===== src/rtl/core/pae_ram.sv =====
// Generic single-write, single-read RAM with registered read data.
module pae_ram #(
  parameter int WIDTH = 8,
  parameter int DEPTH = 4
) (
  input  logic                     clk,
  input  logic                     wr_en,
  input  logic [$clog2(DEPTH)-1:0] wr_addr,
  input  logic [WIDTH-1:0]         wr_data,
  input  logic [$clog2(DEPTH)-1:0] rd_addr,
  output logic [WIDTH-1:0]         rd_data
);

  logic [WIDTH-1:0] mem [DEPTH];

  always_ff @(posedge clk) begin
    if (wr_en) begin
      mem[wr_addr] <= wr_data;
    end
    rd_data <= mem[rd_addr];
  end

endmodule


===== config.mk =====
export PLATFORM = sky130hd
export DESIGN_NAME = pae_ram
export DESIGN_NICKNAME = d
export VERILOG_FILES = /design/src/rtl/core/pae_ram.sv
export SDC_FILE = /design/constraint.sdc
export NUM_CORES = 1
export LEC_CHECK = 0
export BUFFER_PORTS_ARGS = -buffer_cell sky130_fd_sc_hd__buf_2
export CORE_MARGIN = 2
export CORE_UTILIZATION = 50
export DETAILED_ROUTE_END_ITERATION = 6
export PLACE_DENSITY = 0.73
export RECOVER_POWER = 25
export SLEW_MARGIN = 20
export SYNTH_ARGS = -nofsm -noshare
export SYNTH_HDL_FRONTEND = slang
export SYNTH_SLANG_ARGS = --single-unit

===== constraint.sdc =====
create_clock -name clk -period 1.26 [get_ports clk]
set_input_delay 0 -clock clk [delete_from_list [all_inputs] [get_ports clk]]
set_output_delay 0 -clock clk [all_outputs]
set_load 0.05 [all_outputs]

Word-level counts from Yosys, hierarchy flattened
Memories as Yosys holds them, arrays and structs flattened. A register that Yosys moved wholly into a read port is not among the register bits.
Index checks and enable logic that the tools add are counted.
{"block": "totals", "mem_count": 1, "output_inout_bits": 8, "mem_bits_rw": 32, "reg_bits": 0, "input_bits": 14}
{"block": "op_classes", "mux": 2}
{"name": "mem", "depth": 4, "word_bits": 8, "rd": 1, "rd_ports_with_merged_regs": 1, "write_ports": 1, "line_no": "14", "text": "logic [WIDTH-1:0] mem [DEPTH];"}
{"op": "1-bit 2-to-1 mux", "n": 2}

Logic depth before layout (Yosys ltp)
{"block": "logic_depth", "ltp_word": 2, "mapped_depth": 2}

Least setup slack after synthesis
Ideal clock, no wire load.
{"block": "synth_path", "path_type": "input -> register", "start": "input wr_addr[0]", "end": "memory mem[0][0], enable pin", "setup_time_ps": 385, "stages": 1, "arrival_time_ps": 679, "path_slack_ps": 196, "path_buffers": 0, "path_cell_list": "nor3b_1"}
{"item": "start, declared", "line_no": "8", "text": "input logic [$clog2(DEPTH)-1:0] wr_addr,"}
{"item": "end, declared", "line_no": "14"}
No word-level cell before the write port.

Final worst setup path
{"block": "layout_path", "start": "memory mem[3][7]", "end": "register rd_data[7] (read register of mem)"}
{"item": "end, declared", "line_no": "11", "text": "output logic [WIDTH-1:0] rd_data"}
No word-level cell between the ends.

==> impl_metrics.yaml <==
floorplanning:
  core_sq_um: 2520
  die_area_sq_um: 3130
  die_y_microns: 55.9
  floorplan.initialDensity: 0.535
  die_w_microns: 55.9
  num_io_pins: 22
  rows: 18
critical_path:
  r2r-start: "mem[3][7]$_DFFE_PP_"
  reg2reg_to: "rd_data[7]$_DFF_P_"
  cp-end-kind: "flop"
  max_stage_delay_ns: 0.47
  worstPathCellList: "mux4_2"
  rr_worst_depth: 1
  r2r_slack_ns: 0.28
  startpoint_type: "flop"
  arrival_ns: 1.20
  crit_buf_inv: 0
  cp_max_fo: 1
  critical_path_class: "reg2reg"
  crit_slowest_cell: "mux4_2"
  worstPathRequired_ns: 1.48
  path_delay_family: "multiplexers"
placement:
  dpl_worst_slack_ns: 0.279
  place_congestion: 0.657
  dpl_cell_area_sq_um: 1480
  port_buffers: 21
sta:
  rsz0062_at_grt: "false"
  hold_slack_ns: 0.0932
  setup_tns_ns: 0
  hold_viol: 0
  period_minus_slack_ns: 0.979
  slew_violations: 0
  clock.fmax_mhz: 1020
  finalSetupViolCount: 0
  worst_clock_skew_ns: 0.00125
  fin_crit_sh: 0.777
  setup_ws_ns: 0.281
  relSlewSlack: 0.656
  worst-slew-pin-transition_ns: 0.516
status:
  outcome: "finished clean"
synthesis:
  syn_avg_cell_area_sq_um: 25.0
  seq_area_frac_synth: 0.831
  yosysUniqueCellTypes: 8
  synthAdderAreaFrac: 0
  synth_nets: 68
  synth_warnings: 0
  synth-xor-area-share: 0
  yosys.area_share.simple: 0.0232
  syn-cell-area_sq_um: 1350
  syn_inst: 54
  synth_compound_area_frac: 0
  synth_mux_area_frac: 0.134
  synth_top_family_by_area: "multiplexers"
  synth.ff_latch_count: 40
global_routing:
  grt_max_degree: 12
  grt_pass1_wl_microns: 3170
  grt_pass1_vias: 680
  antenna_found_initial: 0
  grt_overflow: 0
  grtUsageTotal: 0.149
clock_tree:
  ctsResizeCount: 0
  clk_pin_slew_ns: 0.10
  clockBufferDepth: 2
  htree_levels: 2
  cts_made_buffers: 5
  insertion_delay_ns: 0.33
  cts-root-buf: "clkbuf_4"
  cts_sinks: 40
  cts_setup_buffers: 0
  cts_tree: "built"
worst_hold_path:
  hold_path.class: "in2reg"
  hold_path_depth: 2
  min_to: "rd_data[2]$_DFF_P_"
  min_from: "rd_addr[1]"
route:
  dr.pass1.iters: 2
  totalWireLength_microns: 2000
  wl_met2_microns: 1080
  drc: 0
  final_antenna_net_count: 0
  via_per_inst: 5.29
  wire_per_inst_microns: 16.7
  dr_total_vias: 635
  topRoutingLayerUsed: "met4"
  wl_met3_microns: 100
  drt_iter0_drc: 10
  wl_met1_microns: 778
layout:
  final_cell_area_sq_um: 1620
  areaGrowthSynthToFinish_pct: 19.8
  fin_nets: 103
  layout_common_cells: "32 x edfxtp_1, 19 x buf_2, 8 x mux4_2, 8 x dlygate4sd3_1, 8 x dfxtp_1"
  seq_area_sq_um: 1120
  diodes: 0
  drive_gt1_frac: 0.367
  multi_input_area_sq_um: 211
  fillers: 184
  layout_commonest_cell: "edfxtp_1"
power:
  p_leak_uw: 0.000578
  power_density_nw_per_um2: 1490
  peakVddDrop_mv: 1.01
job:
  max-cap-violations: 0
[stage by stage]
stage                util  power, uW  instances
finish              0.640       2400        120
global route        0.640       2490        120
CTS                 0.643       2420        120
detailed placement  0.588       1780        104
global placement    0.588       1770        104
floorplan               -       1710         54
[synth_stat cells]
cell	instances	area, sq um
edfxtp_1	32	961
dfxtp_1	8	160
mux4_2	8	180
and3b_1	2	17.5
and3_1	1	6.26
buf_6	1	11.3
clkbuf_2	1	5.00
nor3b_1	1	7.51
[final cells by class]
| class | instances | area share |
|---|---|---|
| repair buffers | 30 | 0.115 |
| flip-flops and latches | 40 | 0.694 |
| clock buffers | 8 | 0.0364 |
| well taps | 30 | 0.0232 |
| multi-input cells | 12 | 0.131 |
[per-layer routing]
layer / up-vias / track usage
met5: - / 0
met4: 0 / 0.0816
met3: 5 / 0.0488
met2: 20 / 0.260
met1: 315 / 0.157
li1: 295 / -
[registers in the layout (all words and copies together), names as in the netlist]
| register | count |
|---|---|
| mem | 32 |
| rd_data | 8 |
[power breakdown]
| part | switching, uW | total [uW] | internal, uW |
|---|---|---|---|
| logic | 153 | 240 | 87.7 |
| registers | 17.3 | 1520 | 1500 |
| clock network | 366 | 642 | 275 |
| total | 536 | 2400 | 1870 |
[how the worst max path moves through the flow]
stage / start / end / slack (ns) / cells past startpoint
6_report: mem[3][7]$_DFFE_PP_ / rd_data[7]$_DFF_P_ / 0.28 / 1
5_1_grt: mem[3][1]$_DFFE_PP_ / rd_data[1]$_DFF_P_ / 0.25 / 1
4_1_cts: mem[3][1]$_DFFE_PP_ / rd_data[1]$_DFF_P_ / 0.27 / 1
3_5_place_dp: mem[3][1]$_DFFE_PP_ / rd_data[1]$_DFF_P_ / 0.28 / 1
3_3_place_gp: wr_addr[1] / mem[1][2]$_DFFE_PP_ / 0.32 / 2
2_1_floorplan: wr_addr[0] / mem[0][0]$_DFFE_PP_ / 0.20 / 1
[what timing repair did]
action,4_1_cts,5_1_grt
setup endpoints to repair,0,0
hold buffers,8,0
endpoints found under the hold margin,32,0
[cells by family after synthesis]
family	Yosys count
DFF	40
buffers and inverters	2
muxes	8
and+or+nand+nor	4
Power figures use the tool's default switching activity.
