### src/rtl/core/pae_pkg.sv
// Shared types and constants of the piecewise affine equalizer.
package pae_pkg;

  localparam int SAMPLE_W = 16;
  localparam int LEVEL_W  = 24;
  localparam int SLOPE_W  = 16;
  localparam int COUNT_W  = 24;
  localparam int CFG_W    = 24;
  localparam int CFG_IDX_W = 3;
  localparam int DIV_DVD_W = 32;
  localparam int DIV_DVS_W = 16;

  localparam logic [LEVEL_W-1:0] LEVEL_SAT = {LEVEL_W{1'b1}};

  localparam logic CMD_LOAD = 1'b0;
  localparam logic CMD_MAP  = 1'b1;

  localparam logic [CFG_IDX_W-1:0] REG_PIXEL_COUNT    = 3'd0;
  localparam logic [CFG_IDX_W-1:0] REG_CONTROL_POINTS = 3'd1;
  localparam logic [CFG_IDX_W-1:0] REG_SLOPE_MAX      = 3'd2;
  localparam logic [CFG_IDX_W-1:0] REG_SLOPE_MIN      = 3'd3;
  localparam logic [CFG_IDX_W-1:0] REG_DATA_MIN       = 3'd4;
  localparam logic [CFG_IDX_W-1:0] REG_DATA_MAX       = 3'd5;
  localparam logic [CFG_IDX_W-1:0] REG_RANGE_MAX      = 3'd6;
  localparam logic [CFG_IDX_W-1:0] REG_RANGE_MIN      = 3'd7;

  typedef struct packed {
    logic                command;
    logic [SAMPLE_W-1:0] sample;
  } in_t;

  typedef struct packed {
    logic [SAMPLE_W-1:0] mapped_value;
    logic                covered;
  } out_t;

  // One segment: start position, start level, slope.
  typedef struct packed {
    logic [SAMPLE_W-1:0] pos;
    logic [LEVEL_W-1:0]  lvl;
    logic [SLOPE_W-1:0]  slope;
  } seg_t;

  typedef struct packed {
    logic                 start;
    logic [DIV_DVD_W-1:0] dividend;
    logic [DIV_DVS_W-1:0] divisor;
  } div_req_t;

  typedef struct packed {
    logic                 done;
    logic                 busy;
    logic [DIV_DVD_W-1:0] quotient;
  } div_rsp_t;

endpackage

### src/rtl/core/pae_div.sv
// Restoring radix-2 divider, one quotient bit per cycle.
module pae_div (
  input  logic              clk,
  input  logic              rst_n,
  input  pae_pkg::div_req_t req,
  output pae_pkg::div_rsp_t rsp
);
  import pae_pkg::*;

  localparam int CNT_W = $clog2(DIV_DVD_W + 1);

  logic [DIV_DVD_W-1:0] dvd_r, dvd_nxt;
  logic [DIV_DVS_W:0]   rem_r, rem_nxt;
  logic [DIV_DVS_W-1:0] dvs_r, dvs_nxt;
  logic [CNT_W-1:0]     cnt_r, cnt_nxt;
  logic                 busy_r, busy_nxt;
  logic                 done_r, done_nxt;
  logic [DIV_DVS_W:0]   rem_sh;

  always_comb begin
    dvd_nxt  = dvd_r;
    rem_nxt  = rem_r;
    dvs_nxt  = dvs_r;
    cnt_nxt  = cnt_r;
    busy_nxt = busy_r;
    done_nxt = 1'b0;
    rem_sh   = {rem_r[DIV_DVS_W-1:0], dvd_r[DIV_DVD_W-1]};
    if (req.start) begin
      dvd_nxt  = req.dividend;
      dvs_nxt  = req.divisor;
      rem_nxt  = '0;
      cnt_nxt  = CNT_W'(DIV_DVD_W);
      busy_nxt = 1'b1;
    end else if (busy_r) begin
      if (rem_sh >= {1'b0, dvs_r}) begin
        rem_nxt = rem_sh - {1'b0, dvs_r};
        dvd_nxt = {dvd_r[DIV_DVD_W-2:0], 1'b1};
      end else begin
        rem_nxt = rem_sh;
        dvd_nxt = {dvd_r[DIV_DVD_W-2:0], 1'b0};
      end
      cnt_nxt = cnt_r - 1'b1;
      if (cnt_r == CNT_W'(1)) begin
        busy_nxt = 1'b0;
        done_nxt = 1'b1;
      end
    end
  end

  always_ff @(posedge clk) begin
    if (!rst_n) begin
      busy_r <= 1'b0;
      done_r <= 1'b0;
      cnt_r  <= '0;
    end else begin
      busy_r <= busy_nxt;
      done_r <= done_nxt;
      cnt_r  <= cnt_nxt;
    end
    dvd_r <= dvd_nxt;
    rem_r <= rem_nxt;
    dvs_r <= dvs_nxt;
  end

  assign rsp.done     = done_r;
  assign rsp.busy     = busy_r;
  assign rsp.quotient = dvd_r;

endmodule

### config.mk
export PLATFORM = sky130hd
export DESIGN_NAME = pae_div
export DESIGN_NICKNAME = d
export VERILOG_FILES = /design/src/rtl/core/pae_pkg.sv /design/src/rtl/core/pae_div.sv
export SDC_FILE = /design/constraint.sdc
export NUM_CORES = 1
export LEC_CHECK = 0
export BUFFER_PORTS_ARGS = -buffer_cell sky130_fd_sc_hd__buf_2
export CORE_AREA = 4 4 111 113
export DETAILED_ROUTE_END_ITERATION = 16
export DIE_AREA = 0 0 115 117
export SYNTH_ARGS = -nofsm -noshare
export SYNTH_HDL_FRONTEND = slang
export SYNTH_SLANG_ARGS = --single-unit
### constraint.sdc
create_clock -name clk -period 3.8 [get_ports clk]
set_input_delay 0.19 -clock clk [delete_from_list [all_inputs] [get_ports clk]]
set_output_delay 0.19 -clock clk [all_outputs]
set_load 0.05 [all_outputs]
## Yosys cells after proc, flatten, opt, wreduce, memory -nomap -nowiden

Cells that the tools add are included.

| operators by class | value |
|---|---|
| add/sub/neg operators | 2 |
| $lt $le $gt $ge | 1 |
| eq/ne operators | 1 |
| multiplexer cells | 10 |
| bitwise operators | 2 |
| reductions and logical operators | 3 |

Operator list:

| kind | count |
|---|---|
| 32-bit two-way mux | 2 |
| 17-bit by 16-bit >= comparator with 1-bit output | 1 |
| 16-bit two-way mux | 1 |
| 16-bit subtractor | 1 |
| 6-bit two-way mux | 2 |
| 6-bit by 1-bit equality test with 1-bit output, second input constant | 1 |
| 6-bit by 1-bit subtractor with 6-bit output, second input constant | 1 |
| 1-bit two-way mux | 5 |
| 3-bit OR reduction | 1 |
| 1-bit inverter | 2 |
| 2-bit nonzero test | 1 |
| 2-bit OR reduction | 1 |

| storage, ports and cells | value |
|---|---|
| flip-flop bits (word level) | 72 |
| input bits | 51 |
| output and inout bits | 34 |
| word-level logic and storage cells | 26 |

## Depth between registers and ports, before layout

Gate-level depths: netlist (run 1).

| depth | value |
|---|---|
| word-level depth | 4 |
| depth in mapped cells | 10 |
| gate-level depth less buffers | 9 |

## Least setup slack after synthesis (run 1)

OpenSTA, ideal clock, no wires.

| timing | value |
|---|---|
| kind | register to register |
| from | register dvd_r[31] |
| to | register rem_r[12] |
| setup time | 133 ps |
| data arrival time | 2238 ps |
| data required time | 3667 ps |
| path slack | 1430 ps |
| stages on the path, launching flop included | 10 |
| path buffers | 0 |
| clock period less this slack | 2370 ps |
| path through | edfxtp_1 inv_1 ha_1 fa_1 nand2b_1 a21oi_1 nand2_1 a31oi_1 xnor2_1 o221ai_1 |

| on the way | value |
|---|---|
| cells in the longest elaborated chain, start to end | 2 |
| elaborated cells between the ends (all ways) | 3 |
| those cells by class | add/sub: 1; order compare: 1; mux: 1 |

RTL lines:

| what | line | source |
|---|---|---|
| from (decl) | pae_div.sv:12 | `logic [DIV_DVD_W-1:0] dvd_r, dvd_nxt;` |
| from (signal assigned) | pae_div.sv:60 | `dvd_r <= dvd_nxt;` |
| 16-bit subtractor / 17-bit by 16-bit >= comparator with 1-bit output (equally long branches) | pae_div.sv:36, pae_div.sv:35 |  |
| 16-bit two-way mux * | pae_div.sv:35 | `if (rem_sh >= {1'b0, dvs_r}) begin` |
| to (signal assigned) | pae_div.sv:61 | `rem_r <= rem_nxt;` |
| to (decl) | pae_div.sv:13 | `logic [DIV_DVS_W:0] rem_r, rem_nxt;` |

Mark *: on every way between the ends. The rest lies on a longest branch, timed or not.
A chain may end at the register's enable or synchronous reset.

## Worst setup path after layout (run 1)

Same ends and word-level chain as after synthesis.

==> results of run 1 <==
layer usage:
| layer | vias to the layer above | GRT usage, % | wire length [um] |
|---|---|---|---|
| met1 | 1424 | 17.51 | 3904 |
| met2 | 112 | 21.80 | 3941 |
| met3 | 13 | 7.404 | 911 |
| li1 | 1459 | - | - |
| met5 | - | 0 | 0 |
| met4 | 0 | 4.460 | 140 |
cells in the final DEF, fill, tap and decap left out, drive strengths merged, types with 3 or more instances in the layout:
cell	count
a211oi	4
a21o	6
a21oi	15
a311oi	6
a31o	3
a31oi	8
and3	6
buf	87
clkbuf	13
dfxtp	24
edfxtp	48
ha	18
inv	22
mux2	31
nand2	31
nand2b	4
nand3	12
nor2	27
nor2b	5
nor3	5
o2111ai	3
o211ai	4
o21ai	11
xnor2	8
xor2	4
cell usage after synthesis (all sizes together) (2+ instances only):
library cell	n	area (um2)
o221ai	2	17.52
and4	2	17.52
o21ai	11	58.81
nand2b	4	25.02
nor2b	5	31.28
clkbuf	4	18.77
xor2	4	35.03
nor2	27	101.4
o21a	2	15.01
o2111ai	3	32.53
o211ai	4	30.03
nand3	12	60.06
and3	6	50.04
nand4	2	12.51
buf	10	100.1
a31oi	8	65.06
or3	2	12.51
a21oi	15	82.58
dfxtp	24	480.5
nand3b	2	15.01
ha	18	225.2
a21o	6	46.30
a31o	3	26.28
xnor2	8	70.07
edfxtp	48	1441
a32oi	2	17.52
a211oi	4	35.03
nand2	31	116.4
a311oi	6	52.55
mux2	31	349.1
nand4b	2	17.52
nor3	5	25.02
inv	22	82.58
state kept, by name (all words and copies together), names as in the netlist:
signal and cells:
dvs_r 16, rem_r 16, done_r 1, dvd_r 32, cnt_r 6, busy_r 1
report_power, final:
| group | total, W | internal [W] | switching (W) |
|---|---|---|---|
| combinational | 0.000472 | 0.000163 | 0.000309 |
| clock | 0.000896 | 0.000577 | 0.000318 |
| sequential | 0.000948 | 0.000913 | 0.0000355 |
worst reg2reg max path: stages (launching register included):
cell and delay (ns):
edfxtp_1 0.37, inv_1 0.05, ha_1 0.21, fa_1 0.41, nand2b_1 0.19, a21oi_1 0.34, nand2_1 0.14, a31oi_1 0.23
xnor2_1 0.18, o221ai_1 0.14
kinds of logic (layout without fill, tap and decap cells):
logic type | after synthesis | after routing | synth area share (%)
AOI/OAI and AO/OA | 73 | 73 | 13.92
xor gates and xnor gates | 12 | 12 | 2.707
adders and majority gates | 19 | 19 | 6.317
buffers and inverters | 38 | 126 | 5.543
DFF | 72 | 72 | 49.50
muxes | 31 | 31 | 8.991
and+or+nand+nor | 103 | 103 | 13.02
final timing paths:
| kind | from | end | cells past startpoint |
|---|---|---|---|
| setup reg to reg | dvd_r[31]$_DFFE_PP_ | rem_r[12]$_SDFFE_PP0P_ | 9 |
| setup / recovery | dvd_r[31]$_DFFE_PP_ | rem_r[12]$_SDFFE_PP0P_ | 9 |
| hold reg to reg | rem_r[1]$_SDFFE_PP0P_ | rem_r[2]$_SDFFE_PP0P_ | 2 |
| hold / removal | req[1] | dvs_r[1]$_DFFE_PP_ | 1 |
metrics by stage:
stage / utilization [%] / std cells / hold WS [ns] / worst slack (ns)
2_1_floorplan: - / 348 / 0.2889 / 1.430
3_3_place_gp: 38.65 / 563 / 0.3724 / 1.442
3_5_place_dp: 38.65 / 563 / 0.3685 / 1.408
4_1_cts: 41.38 / 579 / 0.01955 / 1.407
5_1_grt: 41.38 / 579 / 0.01605 / 1.167
6_report: 41.38 / 579 / 0.03043 / 1.395
cell type report:
| type | count | area, um2 | area share (%) |
|---|---|---|---|
| flip-flops and latches | 72 | 1922 | 41.03 |
| clock buffers | 13 | 240.2 | 5.128 |
| clock inverters | 3 | 68.82 | 1.469 |
| multi-input cells | 238 | 1745 | 37.26 |
| well taps | 143 | 178.9 | 3.819 |
| repair buffers | 87 | 442.9 | 9.455 |
| inverters | 23 | 86.33 | 1.843 |
==> impl_metrics.toml, run 1 <==
[synth]
synth_fp_nets = 418
ys_ff_latch = 72
async_flop_share_pct = 0
syn_avg_cell_area_um2 = 11.16
synthesis.area_mm2 = 0.003882
yosysSeqAreaShare_pct = 49.50
synthCells = 348
yosys_warnings = 0
synthFlopType = "edfxtp_1"
synth_edf_count = 48
yosysUniqueCellTypes = 59

[route]
vias_per_cell = 5.195
drtPass1Iterations = 5
routed_wl_um = 8897
wl_per_cell_um = 15.37
drc = 0
drtIter0Drc = 148
via_count = 3008
ant_nets = 0

[floorplanning]
dieArea_mm2 = 0.01346
die_width_um = 115
die_h_um = 117
start_util_pct = 34.29
rows = 39
core_area_mm2 = 0.01132
pin_count = 85

[global_route]
grt_max_degree = 41
grt_pass1_wl_um = 15100
first_global_vias = 3099
grt_remaining_overflow = 0
grt_antenna_before_repair = 0
grt_usage_pct = 14.25

[clock_network]
cts_setup_buffers = 0
numCtsBuffers = 9
hold_buffers = 0
insertion_delay_ns = 0.33
cts_max_level = 3
cts_sinks = 72
clock_tree.buffer_depth = 2
cts_root_buf = "clkbuf_16"
cts_tree = "done"
cts-resized-gates = 0
clkSlewWorstSetupHoldPaths_ns = 0.06

[placement]
dpl_cell_area_mm2 = 0.004375
dp_hpwl_um = 6600
gp_congestion = 0.9200
port_buffers = 84

[finish]
finalInstanceArea_mm2 = 0.004684
drive_above_1_share_pct = 33.49
fin_nets = 501
area_growth_pct = 20.66
final.fill_count = 1130
diodes = 0

[critical_path]
cpPeakStageDelay_ns = 0.40
worstPathCellList = "inv_1, ha_1, fa_1, nand2b_1, a21oi_1, nand2_1, a31oi_1, xnor2_1, o221ai_1"
path_class = "register to register"
critPathSlowestCell = "fa_1"
rrSetupSlack_ns = 1.40
worstPathArrival_ns = 2.59
crit_family = "compound AO/OA/AOI/OAI gates"
worst-path-buf-inv = 1
end_kind = "register"
required_ns = 3.99
critPathMaxFanout = 3
start_kind = "register"

[worst_hold_path]
hp-class = "input port to register"

[sta]
final.min_clock_period_ns = 2.405
finalSetupTns_ns = 0
finalSetupViolations = 0
worstMarginPinSlew_ns = 0.8676
fmax_mhz = 415.9
rsz0062_at_grt = "no"
fin_crit_sh_pct = 63.28
hold_violations = 0
fin_skew_ns = 0.01091
relSlewSlack_pct = 42.16
final-max-slew-violation-count = 0

[power]
p_leak_nw = 1.922
power_per_cell_area_mw_per_mm2 = 494.3
power_w = 0.002316
peakVddDrop_mv = 0.3405

[run]
drv_cap = 0

[run_status]
status = "completed"
No activity file was read; power rests on OpenSTA's default activity.
==> run 2: changes to the inputs <==
--- a/config.mk
+++ b/config.mk
@@ -5,10 +5,11 @@
 export SDC_FILE = /design/constraint.sdc
 export NUM_CORES = 1
 export LEC_CHECK = 0
+export ABC_AREA = 1
 export BUFFER_PORTS_ARGS = -buffer_cell sky130_fd_sc_hd__buf_2
-export CORE_AREA = 4 4 111 113
+export CORE_AREA = 4 4 113 115
 export DETAILED_ROUTE_END_ITERATION = 16
-export DIE_AREA = 0 0 115 117
+export DIE_AREA = 0 0 117 119
 export SYNTH_ARGS = -nofsm -noshare
 export SYNTH_HDL_FRONTEND = slang
 export SYNTH_SLANG_ARGS = --single-unit
==> constraint.sdc (replaced) <==
create_clock -name clk -period 2.1 [get_ports clk]
set_input_delay 0.105 -clock clk [delete_from_list [all_inputs] [get_ports clk]]
set_output_delay 0.105 -clock clk [all_outputs]
set_load 0.05 [all_outputs]
==> run 2 against run 1 <==
Die area rose by 3.5%. Sequential share of layout area is 4.2 points lower. Critical path depth rose by 3. Count of clock-buffer cells in the layout down 3. Combinational power rose by 51%. Register-to-register slack worse by 1.3 ns. Worst hold slack improved by 0.0068 ns. First-iteration DRC count down 19%. Worst setup slack got worse by 1.3 ns. Flip-flop and latch count unchanged. Clock skew down 0.0038 ns.
==> impl_metrics.toml, run 2 <==
[clock_network]
cts_sinks = 72
clock_tree.buffer_depth = 2
insertion_delay_ns = 0.34
cts_root_buf = "clkbuf_16"
cts_max_level = 3
clkSlewWorstSetupHoldPaths_ns = 0.06
numCtsBuffers = 9
cts_tree = "done"

[finish]
diodes = 0
area_growth_pct = 28.66
layout_common_cells = "nand2_1 (215), buf_2 (84), inv_1 (77), edfxtp_1 (48), nand3_1 (37)"
final_util_pct = 44.23
largest_reg_flops = 32
fin_nets = 702
drive_above_1_share_pct = 20.25
top_regs = "dvd_r x32, dvs_r x16, rem_r x16"
max_flop_register = "dvd_r"
layout_commonest_cell = "nand2_1"

[sta]
worstMarginPinSlew_ns = 0.4629
final-max-slew-violation-count = 0
hold_violations = 0
final.min_clock_period_ns = 1.977
fin_skew_ns = 0.007136
hold_slack_ns = 0.03722
relSlewSlack_pct = 69.10
fmax_mhz = 505.9
worst_slack_ns = 0.1233
finalSetupViolations = 0
fin_crit_sh_pct = 94.13
finalSetupTns_ns = 0

[synth]
synth_fp_nets = 593
synthesis.area_mm2 = 0.004060
synthCells = 523
yosysSeqAreaShare_pct = 47.33
synthFlopType = "edfxtp_1"
yosysTopAreaCell = "edfxtp_1"
yosys_warnings = 0
synth_most_common_cell = "nand2_1"
syn_avg_cell_area_um2 = 7.763
synth_top_area_share_pct = 35.50
synth_commonest_cells = "nand2_1 (215), inv_1 (77), edfxtp_1 (48), nand3_1 (37), dfxtp_1 (24)"
async_flop_share_pct = 0
synth_edf_count = 48
ys_ff_latch = 72
synth.area.top_cells = "edfxtp_1 (36%), nand2_1 (20%), dfxtp_1 (12%)"
yosysUniqueCellTypes = 35

[power]
power_w = 0.004049
pwr-share-seq_pct = 41.7
power_switching_w = 0.001137
comb_power_share_pct = 17.6
p_leak_nw = 2.662
swShare_pct = 28.08
intPower_w = 0.002912
peakVddDrop_mv = 0.3916
p_clk_share_pct = 40.7
power_per_cell_area_mw_per_mm2 = 775.2

[global_route]
grt_antenna_before_repair = 0
grt_pass1_wl_um = 16160
grt_use_met1_pct = 18.97
use_met2_pct = 22.12
use_met3_pct = 4.319
first_global_vias = 3527
grt_max_degree = 42
busiest_layer = "met2"
grt_remaining_overflow = 0
grt_usage_pct = 14.45

[critical_path]
required_ns = 2.32
worstPathCellList = "inv_1, ha_1, nand2_1, nor2_1, nand3_1, o21ai_2, nor2_4, buf_12, nand2_4, nand2_1, nand3_1, o21ai_0"
end_kind = "register"
crit_family = "simple AND/OR/NAND/NOR gates"
rrSetupSlack_ns = 0.12
path_class = "register to register"
worstPathArrival_ns = 2.20
critPathSlowestCell = "ha_1"
critPathLaunch = "dvs_r[2]$_DFFE_PP_"
start_kind = "register"
cpPeakStageDelay_ns = 0.36
worst-path-buf-inv = 2
reg2reg_from = "dvs_r[2]$_DFFE_PP_"
critPathMaxFanout = 8

[floorplanning]
core_area_mm2 = 0.01181
dieArea_mm2 = 0.01392
rows = 40
die_h_um = 119
die_width_um = 117
pin_count = 85
start_util_pct = 34.38

[route]
drc = 0
wl_per_cell_um = 12.65
routed_wl_um = 9920
vias_per_cell = 4.494
ant_nets = 0
via_count = 3523
drtIter0Drc = 120
drtPass1Iterations = 4

[placement]
dp_slack_ns = 0.08423
dp_hpwl_um = 7041
gp_congestion = 0.8961
port_buffers = 84

[run]
drv_cap = 0

[run_status]
status = "completed"

[worst_hold_path]
hp-start = "req[36]"
hp-class = "input port to register"
-- run 2: changes by cell type after synthesis, moves of 5 or more --
cell / previous run / this run
mux2_2: 31 / 0
nand2_1: 31 / 215
a31oi_1: 7 / 2
a311oi_1: 6 / 0
a21o_1: 5 / 0
nor2_1: 27 / 20
nor2b_1: 5 / 0
inv_1: 22 / 77
nand3_1: 12 / 37
-- run 2: metal layers --
metal	up-vias	wire (um)
li1	1865	-
met1	1560	4739
met2	86	4425
met3	12	566
met4	0	188
met5	-	0
-- run 2: area by class of cell --
type                            instances  area [um2]
Clock inverter                          6       81.33
Inverter                               80       300.3
Multi-Input combinational cell        358        1807
Timing Repair Buffer                  111       690.7
Fill cell                            1216        6588
Sequential cell                        72        1922
Tap cell                              147       183.9
Clock buffer                           10       239.0
-- run 2: path summary, 6_finish.rpt --
check                           end  cells past startpoint
min reg2reg  rem_r[10]$_SDFFE_PP0P_                      2
max reg2reg   rem_r[1]$_SDFFE_PP0P_                     12
min             dvd_r[20]$_DFFE_PP_                      3
max           rem_r[1]$_SDFFE_PP0P_                     12
-- run 2: kinds of logic (layout without fill, tap and decap cells) --
kind of cell               after synthesis  in the layout  synth area share [%]
adders and majority gates               19             19                 6.040
and+or+nand+nor                        301            302                 31.53
AOI/OAI and AO/OA                       30             30                 4.191
DFF                                     72             72                 47.33
buffers and inverters                   94            207                 9.399
xor gates and xnor gates                 7              7                 1.510
-- run 2: power by group through the flow --
| stage | clock network, W | logic (W) | registers [W] |
|---|---|---|---|
| finish | 0.00165 | 0.000711 | 0.00169 |
| global route | 0.00175 | 0.000777 | 0.00170 |
| CTS | 0.00169 | 0.000710 | 0.00169 |
| detailed placement | 0 | 0.000685 | 0.00172 |
| global placement | 0 | 0.000680 | 0.00172 |
| floorplan | 0 | 0.000264 | 0.00194 |
-- run 2: what timing repair did --
item,in CTS,in global routing
buffers inserted,0,2
hold buffers,17,0
hold endpoints to repair,17,0
resized for setup,0,6
endpoints found under the setup margin,0,16
-- run 2: worst min-delay path, cell delays in order --
cell,delay (ns)
buf_2,0.07
nand2_1,0.04
nand2_1,0.05
-- run 2: stage by stage --
stage | cell area [um2] | instances
final | 5224 | 784
after global placement | 4656 | 748
after floorplan | 4060 | 523
after CTS | 5146 | 781
after global routing | 5224 | 784
after detailed placement | 4656 | 748
